--- src/pinv_pkg.sv ---
// Package for the pixel inversion unit.
// Holds the transaction structs, configuration bundle, register indexes and mode codes.
// Depends on nothing.
`default_nettype none

package pinv_pkg;

    localparam int unsigned CHAN_W   = 8;
    localparam int unsigned CFG_IDX_W = 8;
    localparam int unsigned CFG_DAT_W = 8;
    localparam int unsigned LUMA_W   = 18;

    localparam logic [CHAN_W-1:0] CHAN_MAX = 8'd255;

    typedef enum logic [1:0] {
        MODE_SIMPLE  = 2'd0,
        MODE_CHANNEL = 2'd1,
        MODE_LUMA    = 2'd2,
        MODE_INVALID = 2'd3
    } t_mode;

    localparam logic [CFG_IDX_W-1:0] CFG_MODE         = 8'd0;
    localparam logic [CFG_IDX_W-1:0] CFG_CHANNEL_MASK = 8'd1;
    localparam logic [CFG_IDX_W-1:0] CFG_ALLOW_ALPHA  = 8'd2;
    localparam logic [CFG_IDX_W-1:0] CFG_LUMA_THRESH  = 8'd3;
    localparam logic [CFG_IDX_W-1:0] CFG_MIRROR       = 8'd4;
    localparam logic [CFG_IDX_W-1:0] CFG_WEIGHT_RED   = 8'd5;
    localparam logic [CFG_IDX_W-1:0] CFG_WEIGHT_GREEN = 8'd6;
    localparam logic [CFG_IDX_W-1:0] CFG_WEIGHT_BLUE  = 8'd7;

    typedef struct packed {
        logic [CHAN_W-1:0] in_blue;
        logic [CHAN_W-1:0] in_green;
        logic [CHAN_W-1:0] in_red;
        logic [CHAN_W-1:0] in_alpha;
    } t_pixel_in;

    typedef struct packed {
        logic [CHAN_W-1:0] out_blue;
        logic [CHAN_W-1:0] out_green;
        logic [CHAN_W-1:0] out_red;
        logic [CHAN_W-1:0] out_alpha;
        logic              bad_mode;
    } t_pixel_out;

    typedef struct packed {
        t_mode             mode;
        logic [3:0]        channel_mask;
        logic              allow_alpha;
        logic [CHAN_W-1:0] luma_threshold;
        logic              mirror_threshold;
        logic [CHAN_W-1:0] weight_red;
        logic [CHAN_W-1:0] weight_green;
        logic [CHAN_W-1:0] weight_blue;
    } t_cfg;

    function automatic logic [CHAN_W-1:0] flip(input logic [CHAN_W-1:0] v);
        return CHAN_MAX - v;
    endfunction

endpackage

`default_nettype wire

--- src/pixel_inversion_unit.sv ---
// Top level of the pixel inversion unit.
// Depends on pinv_pkg, pinv_cfg_regs and pinv_core.
`default_nettype none

// Usage:
//   Input: drive i_pixel and raise start; the transaction is taken at the
//   rising edge where start is high and busy is low. busy never rises, so a
//   pixel may be offered in every cycle.
//   Output: o_done is high for exactly one cycle with the result on o_result.
//   The receiver cannot stall; each result is valid for that single cycle.
//   Pipeline: the accepted pixel passes the input register, then the result
//   register, with the luminance products, sum, compare and inversion
//   between them; o_done rises as the result register is loaded.
//   Throughput: one pixel per cycle.
//   Configuration: i_cfg_we writes i_cfg_wdata to the register at
//   i_cfg_index (0 mode, 1 channel_mask, 2 allow_alpha, 3 luma_threshold,
//   4 mirror_threshold, 5..7 red, green, blue weights); other indexes are
//   ignored. Write only while no transaction is in flight.
//   Reset (synchronous, active low) restores register defaults and drops
//   any transaction in flight; o_done is low during and after reset.

module pixel_inversion_unit
    import pinv_pkg::*;
(
    input  wire logic                 i_clk,
    input  wire logic                 i_rst_n,
    input  wire logic                 start,
    output logic                      busy,
    input  wire t_pixel_in            i_pixel,
    output logic                      o_done,
    output t_pixel_out                o_result,
    input  wire logic                 i_cfg_we,
    input  wire logic [CFG_IDX_W-1:0] i_cfg_index,
    input  wire logic [CFG_DAT_W-1:0] i_cfg_wdata
);

    t_cfg       cfg;
    t_pixel_out core_out;

    logic       r_in_valid;
    t_pixel_in  r_in_pixel;
    logic       r_out_valid;
    t_pixel_out r_out_pixel;

    pinv_cfg_regs u_cfg (
        .i_clk       (i_clk),
        .i_rst_n     (i_rst_n),
        .i_cfg_we    (i_cfg_we),
        .i_cfg_index (i_cfg_index),
        .i_cfg_wdata (i_cfg_wdata),
        .o_cfg       (cfg)
    );

    pinv_core u_core (
        .i_cfg   (cfg),
        .i_pixel (r_in_pixel),
        .o_pixel (core_out)
    );

    assign busy = 1'b0;

    always_ff @(posedge i_clk) begin
        if (!i_rst_n) begin
            r_in_valid  <= 1'b0;
            r_out_valid <= 1'b0;
        end else begin
            r_in_valid  <= start & ~busy;
            r_out_valid <= r_in_valid;
        end
    end

    always_ff @(posedge i_clk) begin
        r_in_pixel  <= i_pixel;
        r_out_pixel <= core_out;
    end

    assign o_done   = r_out_valid;
    assign o_result = r_out_pixel;

endmodule

`default_nettype wire

--- src/pinv_cfg_regs.sv ---
// Configuration register file for the pixel inversion unit.
// Depends on pinv_pkg.
`default_nettype none

module pinv_cfg_regs
    import pinv_pkg::*;
(
    input  wire logic                 i_clk,
    input  wire logic                 i_rst_n,
    input  wire logic                 i_cfg_we,
    input  wire logic [CFG_IDX_W-1:0] i_cfg_index,
    input  wire logic [CFG_DAT_W-1:0] i_cfg_wdata,
    output t_cfg                      o_cfg
);

    t_cfg r_cfg;
    t_cfg n_cfg;

    always_comb begin
        n_cfg = r_cfg;
        if (i_cfg_we) begin
            case (i_cfg_index)
                CFG_MODE:         n_cfg.mode             = t_mode'(i_cfg_wdata[1:0]);
                CFG_CHANNEL_MASK: n_cfg.channel_mask     = i_cfg_wdata[3:0];
                CFG_ALLOW_ALPHA:  n_cfg.allow_alpha      = i_cfg_wdata[0];
                CFG_LUMA_THRESH:  n_cfg.luma_threshold   = i_cfg_wdata[CHAN_W-1:0];
                CFG_MIRROR:       n_cfg.mirror_threshold = i_cfg_wdata[0];
                CFG_WEIGHT_RED:   n_cfg.weight_red       = i_cfg_wdata[CHAN_W-1:0];
                CFG_WEIGHT_GREEN: n_cfg.weight_green     = i_cfg_wdata[CHAN_W-1:0];
                CFG_WEIGHT_BLUE:  n_cfg.weight_blue      = i_cfg_wdata[CHAN_W-1:0];
                default:          n_cfg = r_cfg;
            endcase
        end
    end

    always_ff @(posedge i_clk) begin
        if (!i_rst_n) begin
            r_cfg.mode             <= MODE_SIMPLE;
            r_cfg.channel_mask     <= 4'd0;
            r_cfg.allow_alpha      <= 1'b0;
            r_cfg.luma_threshold   <= 8'd128;
            r_cfg.mirror_threshold <= 1'b0;
            r_cfg.weight_red       <= 8'd77;
            r_cfg.weight_green     <= 8'd150;
            r_cfg.weight_blue      <= 8'd29;
        end else begin
            r_cfg <= n_cfg;
        end
    end

    assign o_cfg = r_cfg;

endmodule

`default_nettype wire

--- src/pinv_core.sv ---
// Inversion datapath: luminance test and per-channel inversion for one pixel.
// Depends on pinv_pkg.
`default_nettype none

module pinv_core
    import pinv_pkg::*;
(
    input  wire t_cfg      i_cfg,
    input  wire t_pixel_in i_pixel,
    output t_pixel_out     o_pixel
);

    logic [LUMA_W-1:0] luma_sum;
    logic [CHAN_W-1:0] thresh;
    logic [LUMA_W-1:0] thresh_scaled;
    logic              luma_hit;
    logic              inv_b;
    logic              inv_g;
    logic              inv_r;
    logic              inv_a;

    always_comb begin
        luma_sum = LUMA_W'(i_cfg.weight_red) * LUMA_W'(i_pixel.in_red)
                 + LUMA_W'(i_cfg.weight_green) * LUMA_W'(i_pixel.in_green)
                 + LUMA_W'(i_cfg.weight_blue) * LUMA_W'(i_pixel.in_blue);
        thresh = i_cfg.mirror_threshold ? flip(i_cfg.luma_threshold) : i_cfg.luma_threshold;
        thresh_scaled = {2'b00, thresh, 8'h00};
        luma_hit = luma_sum > thresh_scaled;
    end

    always_comb begin
        inv_b = 1'b0;
        inv_g = 1'b0;
        inv_r = 1'b0;
        inv_a = 1'b0;
        case (i_cfg.mode)
            MODE_SIMPLE: begin
                inv_b = 1'b1;
                inv_g = 1'b1;
                inv_r = 1'b1;
                inv_a = i_cfg.channel_mask[3];
            end
            MODE_CHANNEL: begin
                inv_b = i_cfg.channel_mask[0];
                inv_g = i_cfg.channel_mask[1];
                inv_r = i_cfg.channel_mask[2];
                inv_a = i_cfg.channel_mask[3] & i_cfg.allow_alpha;
            end
            MODE_LUMA: begin
                inv_b = luma_hit;
                inv_g = luma_hit;
                inv_r = luma_hit;
                inv_a = luma_hit & i_cfg.channel_mask[3];
            end
            default: begin
                inv_b = 1'b0;
                inv_g = 1'b0;
                inv_r = 1'b0;
                inv_a = 1'b0;
            end
        endcase
    end

    always_comb begin
        o_pixel.out_blue  = inv_b ? flip(i_pixel.in_blue)  : i_pixel.in_blue;
        o_pixel.out_green = inv_g ? flip(i_pixel.in_green) : i_pixel.in_green;
        o_pixel.out_red   = inv_r ? flip(i_pixel.in_red)   : i_pixel.in_red;
        o_pixel.out_alpha = inv_a ? flip(i_pixel.in_alpha) : i_pixel.in_alpha;
        o_pixel.bad_mode  = (i_cfg.mode == MODE_INVALID);
    end

endmodule

`default_nettype wire
--- config.mk ---
export PLATFORM = sky130hd
export DESIGN_NAME = pixel_inversion_unit
export DESIGN_NICKNAME = d
export VERILOG_FILES = /design/src/pinv_pkg.sv /design/src/pixel_inversion_unit.sv /design/src/pinv_cfg_regs.sv /design/src/pinv_core.sv
export SDC_FILE = /design/constraint.sdc
export NUM_CORES = 1
export LEC_CHECK = 0
export BUFFER_PORTS_ARGS = -buffer_cell sky130_fd_sc_hd__buf_4
export CORE_AREA = 2 2 144 146
export CTS_CLUSTER_SIZE = 28
export DETAILED_ROUTE_END_ITERATION = 8
export DIE_AREA = 0 0 146 148
export PLACE_DENSITY_LB_ADDON = 0.05
export SYNTH_ARGS = -nofsm -noshare
export SYNTH_HDL_FRONTEND = slang
export SYNTH_SLANG_ARGS = --single-unit
--- constraint.sdc ---
create_clock -name i_clk -period 17.05 [get_ports i_clk]
set_input_delay 3.41 -clock i_clk [delete_from_list [all_inputs] [get_ports i_clk]]
set_output_delay 3.41 -clock i_clk [all_outputs]
set_load 0.02 [all_outputs]
* Yosys cells after proc, flatten, opt, wreduce, memory -nomap -nowiden
Index checks and enable logic that the tools add are counted.
Widths: inputs -> output; s select.
** Word-level totals
- Output and inout port bits :: 35
- Input port bits :: 52
- Bits in registers :: 107
** Cells by class
- Multiply operators :: 3
- Add/subtract/negate cells :: 7
- Multiplexer cells :: 9
- Reduce and logical (&&, ||, !) cells :: 10
- Eq/ne operators :: 10
- Bitwise logic cells :: 2
- Order comparisons :: 1
** Operators by type and width (count)
- $mul 8x8->16 :: 3
- $mux 8 :: 5
- $sub 8x8->8 const A :: 5
- $eq 8x3->1 const B :: 4
- $add 18x16->18 :: 1
- $gt 18x16->1 :: 1
- $add 16x16->17 :: 1
- $eq 8x2->1 const B :: 2
- $reduce_and 2->1 :: 8
- $pmux 1 s3 :: 4
- $eq 8x1->1 const B :: 1
- $logic_not 8->1 :: 1
- $eq 2x2->1 const B :: 2
- $and 1x1->1 :: 2
- $eq 2x1->1 const B :: 1
- $logic_not 2->1 :: 1

* Depth between registers and ports, before layout
Gate-level depths: netlist of run 1.
- Word-level depth :: 7
- Mapped depth :: 43
- Depth with buffers taken out :: 41

* Modules after synthesis
A second synthesis of run 1 with hierarchy kept.
** Unflattened totals
- Cells, all modules :: 1088
- Area total of the unflattened synthesis :: 10726.5 um2
** Modules (own cells, without submodules)
- pinv_core :: cells an instance 856, area an instance 7689.9 um2, times used 1
- pinv_cfg_regs :: cells an instance 161, area an instance 1671.6 um2, times used 1
- pixel_inversion_unit :: cells an instance 71, area an instance 1365.1 um2, times used 1

* Worst setup path before layout of run 1
OpenSTA, ideal clock, no wires.
- Path type :: reg2reg
- Start point :: register r_in_pixel[9] (netlist name)
- End point :: register r_out_pixel (netlist bit o_result[10])
- Cell stages (with the launch flop) :: 38
- Setup time :: 0.128 ns
- Required time :: 16.922 ns
- Slack :: 7.063 ns
- Arrival :: 9.859 ns
- Cell sequence :: dfxtp_1 clkbuf_1 nand2_1 fa_1 fa_1 fa_1 inv_1 fa_1 fa_1 fa_1 ha_1 a21oi_1 xor2_1 fa_1 fa_1 inv_1 fa_1 inv_1 [2 not listed] ha_1 o21a_1 o21ai_0 a22oi_1 a41oi_1 nand2b_1 a21oi_1 xnor2_1 ha_1 nand4_1 or4_1 nor4_1 o21a_1 o21ai_0 a211oi_4 buf_4 mux2i_1 nand4_1
** RTL lines
- start, declared :: line pixel_inversion_unit.sv:41 : t_pixel_in r_in_pixel;
- start signal, assigned :: line pixel_inversion_unit.sv:73 : r_in_pixel <= i_pixel;
- end signal, assigned :: line pixel_inversion_unit.sv:74 : r_out_pixel <= core_out;
- end, declared :: line pixel_inversion_unit.sv:43 : t_pixel_out r_out_pixel;

==> results of run 1 <==
-- cell type report --
| type | instances | area [sq um] | share of cell area |
|---|---|---|---|
| Clock buffer | 9 | 225 | 0.0174 |
| Clock inverter | 7 | 98.8 | 0.00765 |
| Inverter | 222 | 833 | 0.0645 |
| Multi-Input combinational cell | 927 | 8620 | 0.667 |
| Sequential cell | 107 | 2140 | 0.166 |
| Tap cell | 270 | 338 | 0.0262 |
| Timing Repair Buffer | 88 | 661 | 0.0512 |
-- registers in the layout, indices dropped and copies added (netlist names) --
signal       cells
u_cfg.o_cfg     40
o_result        33
r_in_pixel      32
o_done           1
r_in_valid       1
-- cells by family after synthesis --
logic type                 Yosys count  synth area share
other                                1          0.000316
muxes                               61            0.0514
AOI/OAI and AO/OA                  105            0.0612
adders and majority gates          265             0.372
buffers and inverters              294            0.0950
DFF                                107             0.180
xor gates and xnor gates            30            0.0221
and+or+nand+nor                    465             0.218
-- layer usage --
layer  wire, um  part of all wire  global-route usage
met1      13000              0.47               0.393
met2      12900              0.46               0.430
met3       1460             0.053              0.0358
met4        516             0.019              0.0617
met5          0                 0                   0
-- cell usage in the layout, fill, tap and decap left out, types with 11 or more instances in the layout --
cell / Yosys / final
nor3_1: 28 / 28
xnor2_1: 19 / 19
and2_1: 118 / 118
o21ai_0: 33 / 33
buf_4: 4 / 88
nand4_1: 23 / 23
or4b_2: 21 / 21
nor2_1: 36 / 36
fa_1: 147 / 147
nand2_1: 131 / 131
a21oi_1: 16 / 16
mux2i_1: 61 / 61
nor3b_1: 23 / 23
nand2b_1: 15 / 15
nor2b_1: 30 / 30
xor2_1: 11 / 11
dfxtp_1: 107 / 107
ha_1: 118 / 116
inv_1: 221 / 221
-- synthesized netlist by cell type, drive strengths merged (8+ instances only) --
cell type / instances
fa: 147
o221ai: 8
nor2: 36
nand2: 131
and3: 8
and2: 121
a21o: 9
inv: 221
nor3: 28
dfxtp: 107
nand4: 23
nor3b: 23
mux2i: 61
buf: 10
xor2: 11
ha: 118
or4b: 21
xnor2: 19
clkbuf: 62
o21ai: 34
a21oi: 16
nand2b: 15
nor2b: 30
-- per-stage QoR --
step | cells | worst slack [ps] | instance area (sq um)
5_1_grt | 1630 | 5440 | 12900
2_1_floorplan | 1328 | 7060 | 11900
3_3_place_gp | 1614 | 6200 | 12600
6_report | 1630 | 6040 | 12900
4_1_cts | 1630 | 6040 | 12900
3_5_place_dp | 1614 | 6100 | 12600
-- path summary, 6_finish.rpt --
| path | endpoint | from | depth (start not counted) | slack [ps] |
|---|---|---|---|---|
| max | o_result[16] | r_in_pixel[10] | 37 | 6040 |
| min | o_done | r_in_valid | 1 | 440 |
| max reg2reg | o_result[16] | r_in_pixel[10] | 37 | 6040 |
| min reg2reg | o_done | r_in_valid | 1 | 440 |
==> summary.txt, run 1 <==
Post-Syn Nets - 1,645
Initial Util - 0.593
Slew @ Worst Pin - 1230 ps
Post-synth cell types - 57
Critical path data required time - 17,310 ps
Vias per std cell - 5.44
Ant. Diodes - 0
Routed Antenna Nets - 0
Post-Syn Area per Cell - 8.95 sq um
Post-route DRC - 0
Slew Limit Fails - 0
Clk sink count - 107
FILL cells - 1,764
Most used DFF post-synth - dfxtp_1
Buf/Inv on CP - 7
CTS tree - yes
Inserted Clock Buffers - 9
Synth Cell Area - 11,900 sq um
Relative slew margins - 0.180
FP Rows - 52
Status - finished, final reports clean
Avg WL per Cell - 17.1 um
Post-route clock skew - 17.5 ps
Final worst path period share - 0.646
Area grow syn2layout - 8.69%
Critical path's most frequent cell - fa_1
Setup Buffers After CTS - 0
Synth Instances - 1,328
Crit Path Max Fanout - 27
Count of state elements after synthesis - 107
Slowest-stage cell, CP - dfxtp_1
Final core occ - 0.644
EDFF count, synth - 0
Post-CTS Resized - 0
Max Root-Sink Buffers - 2
Crit. End Element - flop
Pin count of the biggest net entering global routing - 83
RSZ-0062 raised after global routing - no
Die footprint - 21,600 sq um
Detailed placement HPWL - 22.3 mm
Antenna violations before repair - 0
Reg clk slew, reported paths - 90 ps
Final Critical Period - 11,010 ps
Yosys warns - 0
Initial DRC count - 469
Register area share after synthesis - 0.180
GRT Overall Usage - 0.269
Critical Path AT - 11,270 ps
Final hold viol count - 0
Ports - 87
Largest area contributor in the netlist - fa_1
Core Area - 20,000 sq um
Layout cells sized above 1 - 0.0978
Crit path largest cell delay - 630 ps
Vias - 8,866
Gr ovfl total - 0
I/O Buffers - 85
Vias in the first global route - 8,911
Final setup viols - 0
# hold bufs at CTS - 0
First-pass GRT wire length - 45.9 mm
Top cell family by delay on the critical path - adder cells
DR pass1 iterations - 5
Critical path launch point type - flop
Synth top area share - 0.248
Worst-Skew Late Latency - 370 ps
Drt total wl - 27.8 mm
Chip width - 146 um
Async set-or-reset flop fraction in the synthesized netlist - 0
Fmax achieved - 90.9 MHz
Hold Path Class - flop to flop
Max cap viols - 0
WHS - 443 ps
RD Place Congestion - 0.872
Clk root buf - clkbuf_16
Crit path kind - flop to flop
Die H - 148 um
Largest cells by area after synthesis - fa_1 25%, dfxtp_1 18%, ha_1 12%
Final nets - 1,672
Post-Route Setup TNS - 0 ps
H-tree Lvls - 3
Power of run 1 is left out: the tool's default activity adds up to more than one toggle a clock period on the data nets, which glitch-free logic cannot reach.
==> run 2, diff against run 1 <==
clock period = 11 ns   (was 17.05 ns; I/O delays follow)
==> run 2 against run 1 <==
Compared with the run above: critical path depth unchanged; via count up 1.2%; clock skew down 3.8 ps; cell count up 1.1%; sequential share of layout area down 0.058 points; clock-buffer cell count up 1; critical path type unchanged; critical endpoint is now o_result[1]; largest cell class unchanged.
==> summary.txt, run 2 (synthesis results as in run 1) <==
Status - finished, final reports clean
Max Root-Sink Buffers - 2
Core Area - 20,000 sq um
Crit Path Max Fanout - 13
Final WS setup - 411 ps
Hold Path Class - flop to flop
Chip width - 146 um
Vias per std cell - 5.44
Placed insts - 1,631
First-pass GRT wire length - 47.0 mm
Ports - 87
Drt total wl - 29.2 mm
Vias - 8,973
Design area - 13,100 sq um
Slew Limit Fails - 0
Critical path's most frequent cell - fa_1
Avg WL per Cell - 17.7 um
Clk root buf - clkbuf_16
Slew @ Worst Pin - 1070 ps
Highest metal used - met4
FILL cells - 1,783
Routed Antenna Nets - 0
Slowest-stage cell, CP - fa_1
DR pass1 iterations - 7
Critical Path AT - 10,830 ps
Dpl cell area - 12,700 sq um
Area grow syn2layout - 10.1%
DRT met1 WL - 13.3 mm
GRT Overall Usage - 0.279
H-tree Lvls - 3
Commonest non-fill, non-tap cells in the layout - 221 x inv_1, 147 x fa_1, 131 x nand2_1, 118 x and2_1, 115 x ha_1
Inserted Clock Buffers - 9
Detailed placement HPWL - 23.5 mm
# hold bufs at CTS - 0
Final Critical Period - 10,590 ps
Antenna violations before repair - 1
Final nets - 1,690
DR WL met2 - 13.6 mm
Final hold viol count - 0
Initial DRC count - 583
Layout cells sized above 1 - 0.126
Metal3 WL - 1.81 mm
CTS tree - yes
Relative slew margins - 0.284
Pre-CTS setup slack - 97.9 ps
Worst-Skew Late Latency - 360 ps
Crit. End Element - flop
Gr ovfl total - 0
Critical path launch point type - flop
Crit path largest cell delay - 580 ps
I/O Buffers - 85
Critical path data required time - 11,240 ps
Crit path kind - flop to flop
Die footprint - 21,600 sq um
Final worst path period share - 0.963
Final setup viols - 0
Initial Util - 0.593
Post-Layout Cell Count - 1,648
Die H - 148 um
Post-route DRC - 0
Reg clk slew, reported paths - 80 ps
RD Place Congestion - 0.890
Largest register FFs - 40
Ant. Diodes - 0
Most common cell after layout, fill and taps aside - inv_1
Fmax achieved - 94.4 MHz
Post-route clock skew - 13.7 ps
Max cap viols - 0
Pin count of the biggest net entering global routing - 74
Vias in the first global route - 8,803
FP Rows - 52
Clk sink count - 107
## run 2: area by class of cell
class,instances,area [sq um],area share
multi-input combinational,927,8650,0.662
sequential,107,2160,0.165
inverter,222,833,0.0637
timing repair buffer,106,808,0.0618
tap,270,338,0.0258
clock buffer,10,229,0.0175
clock inverter,6,56.3,0.00430
## run 2: final timing paths
check | start | endpoint | slack [ps] | cells past startpoint
hold / removal | r_in_valid | o_done | 430 | 1
hold reg to reg | r_in_valid | o_done | 430 | 1
setup reg to reg | r_in_pixel[18] | o_result[1] | 410 | 37
setup / recovery | r_in_pixel[18] | o_result[1] | 410 | 37
## run 2: what timing repair did
| action | 4_1_cts | 5_1_grt |
|---|---|---|
| gates resized for setup | 0 | 26 |
| setup buffers | 0 | 1 |
| setup endpoints to repair | 0 | 32 |
## run 2: per-layer routing
metal / vias up / GRT usage
met2: 256 / 0.444
met5: - / 0
met1: 4343 / 0.403
met3: 31 / 0.0451
met4: 0 / 0.0680
li1: 4343 / -
## run 2: per-stage QoR
stage / utilization / TNS, ps / hold WS, ps
detailed placement: 0.635 / 0 / 418
CTS: 0.649 / 0 / 438
finish: 0.653 / 0 / 435
global placement: 0.635 / 0 / 416
floorplan: - / 0 / 412
global route: 0.653 / -0.574 / 471
## run 2: critical path: cells and delay by family (launching register included)
| family | cells | cell delay [ps] |
|---|---|---|
| xor gates and xnor gates | 2 | 340 |
| buffers and inverters | 7 | 360 |
| and+or+nand+nor | 5 | 1070 |
| AOI/OAI and AO/OA | 10 | 2280 |
| DFF | 1 | 390 |
| adders and majority gates | 13 | 6040 |
Power of run 2 is left out for the same reason.
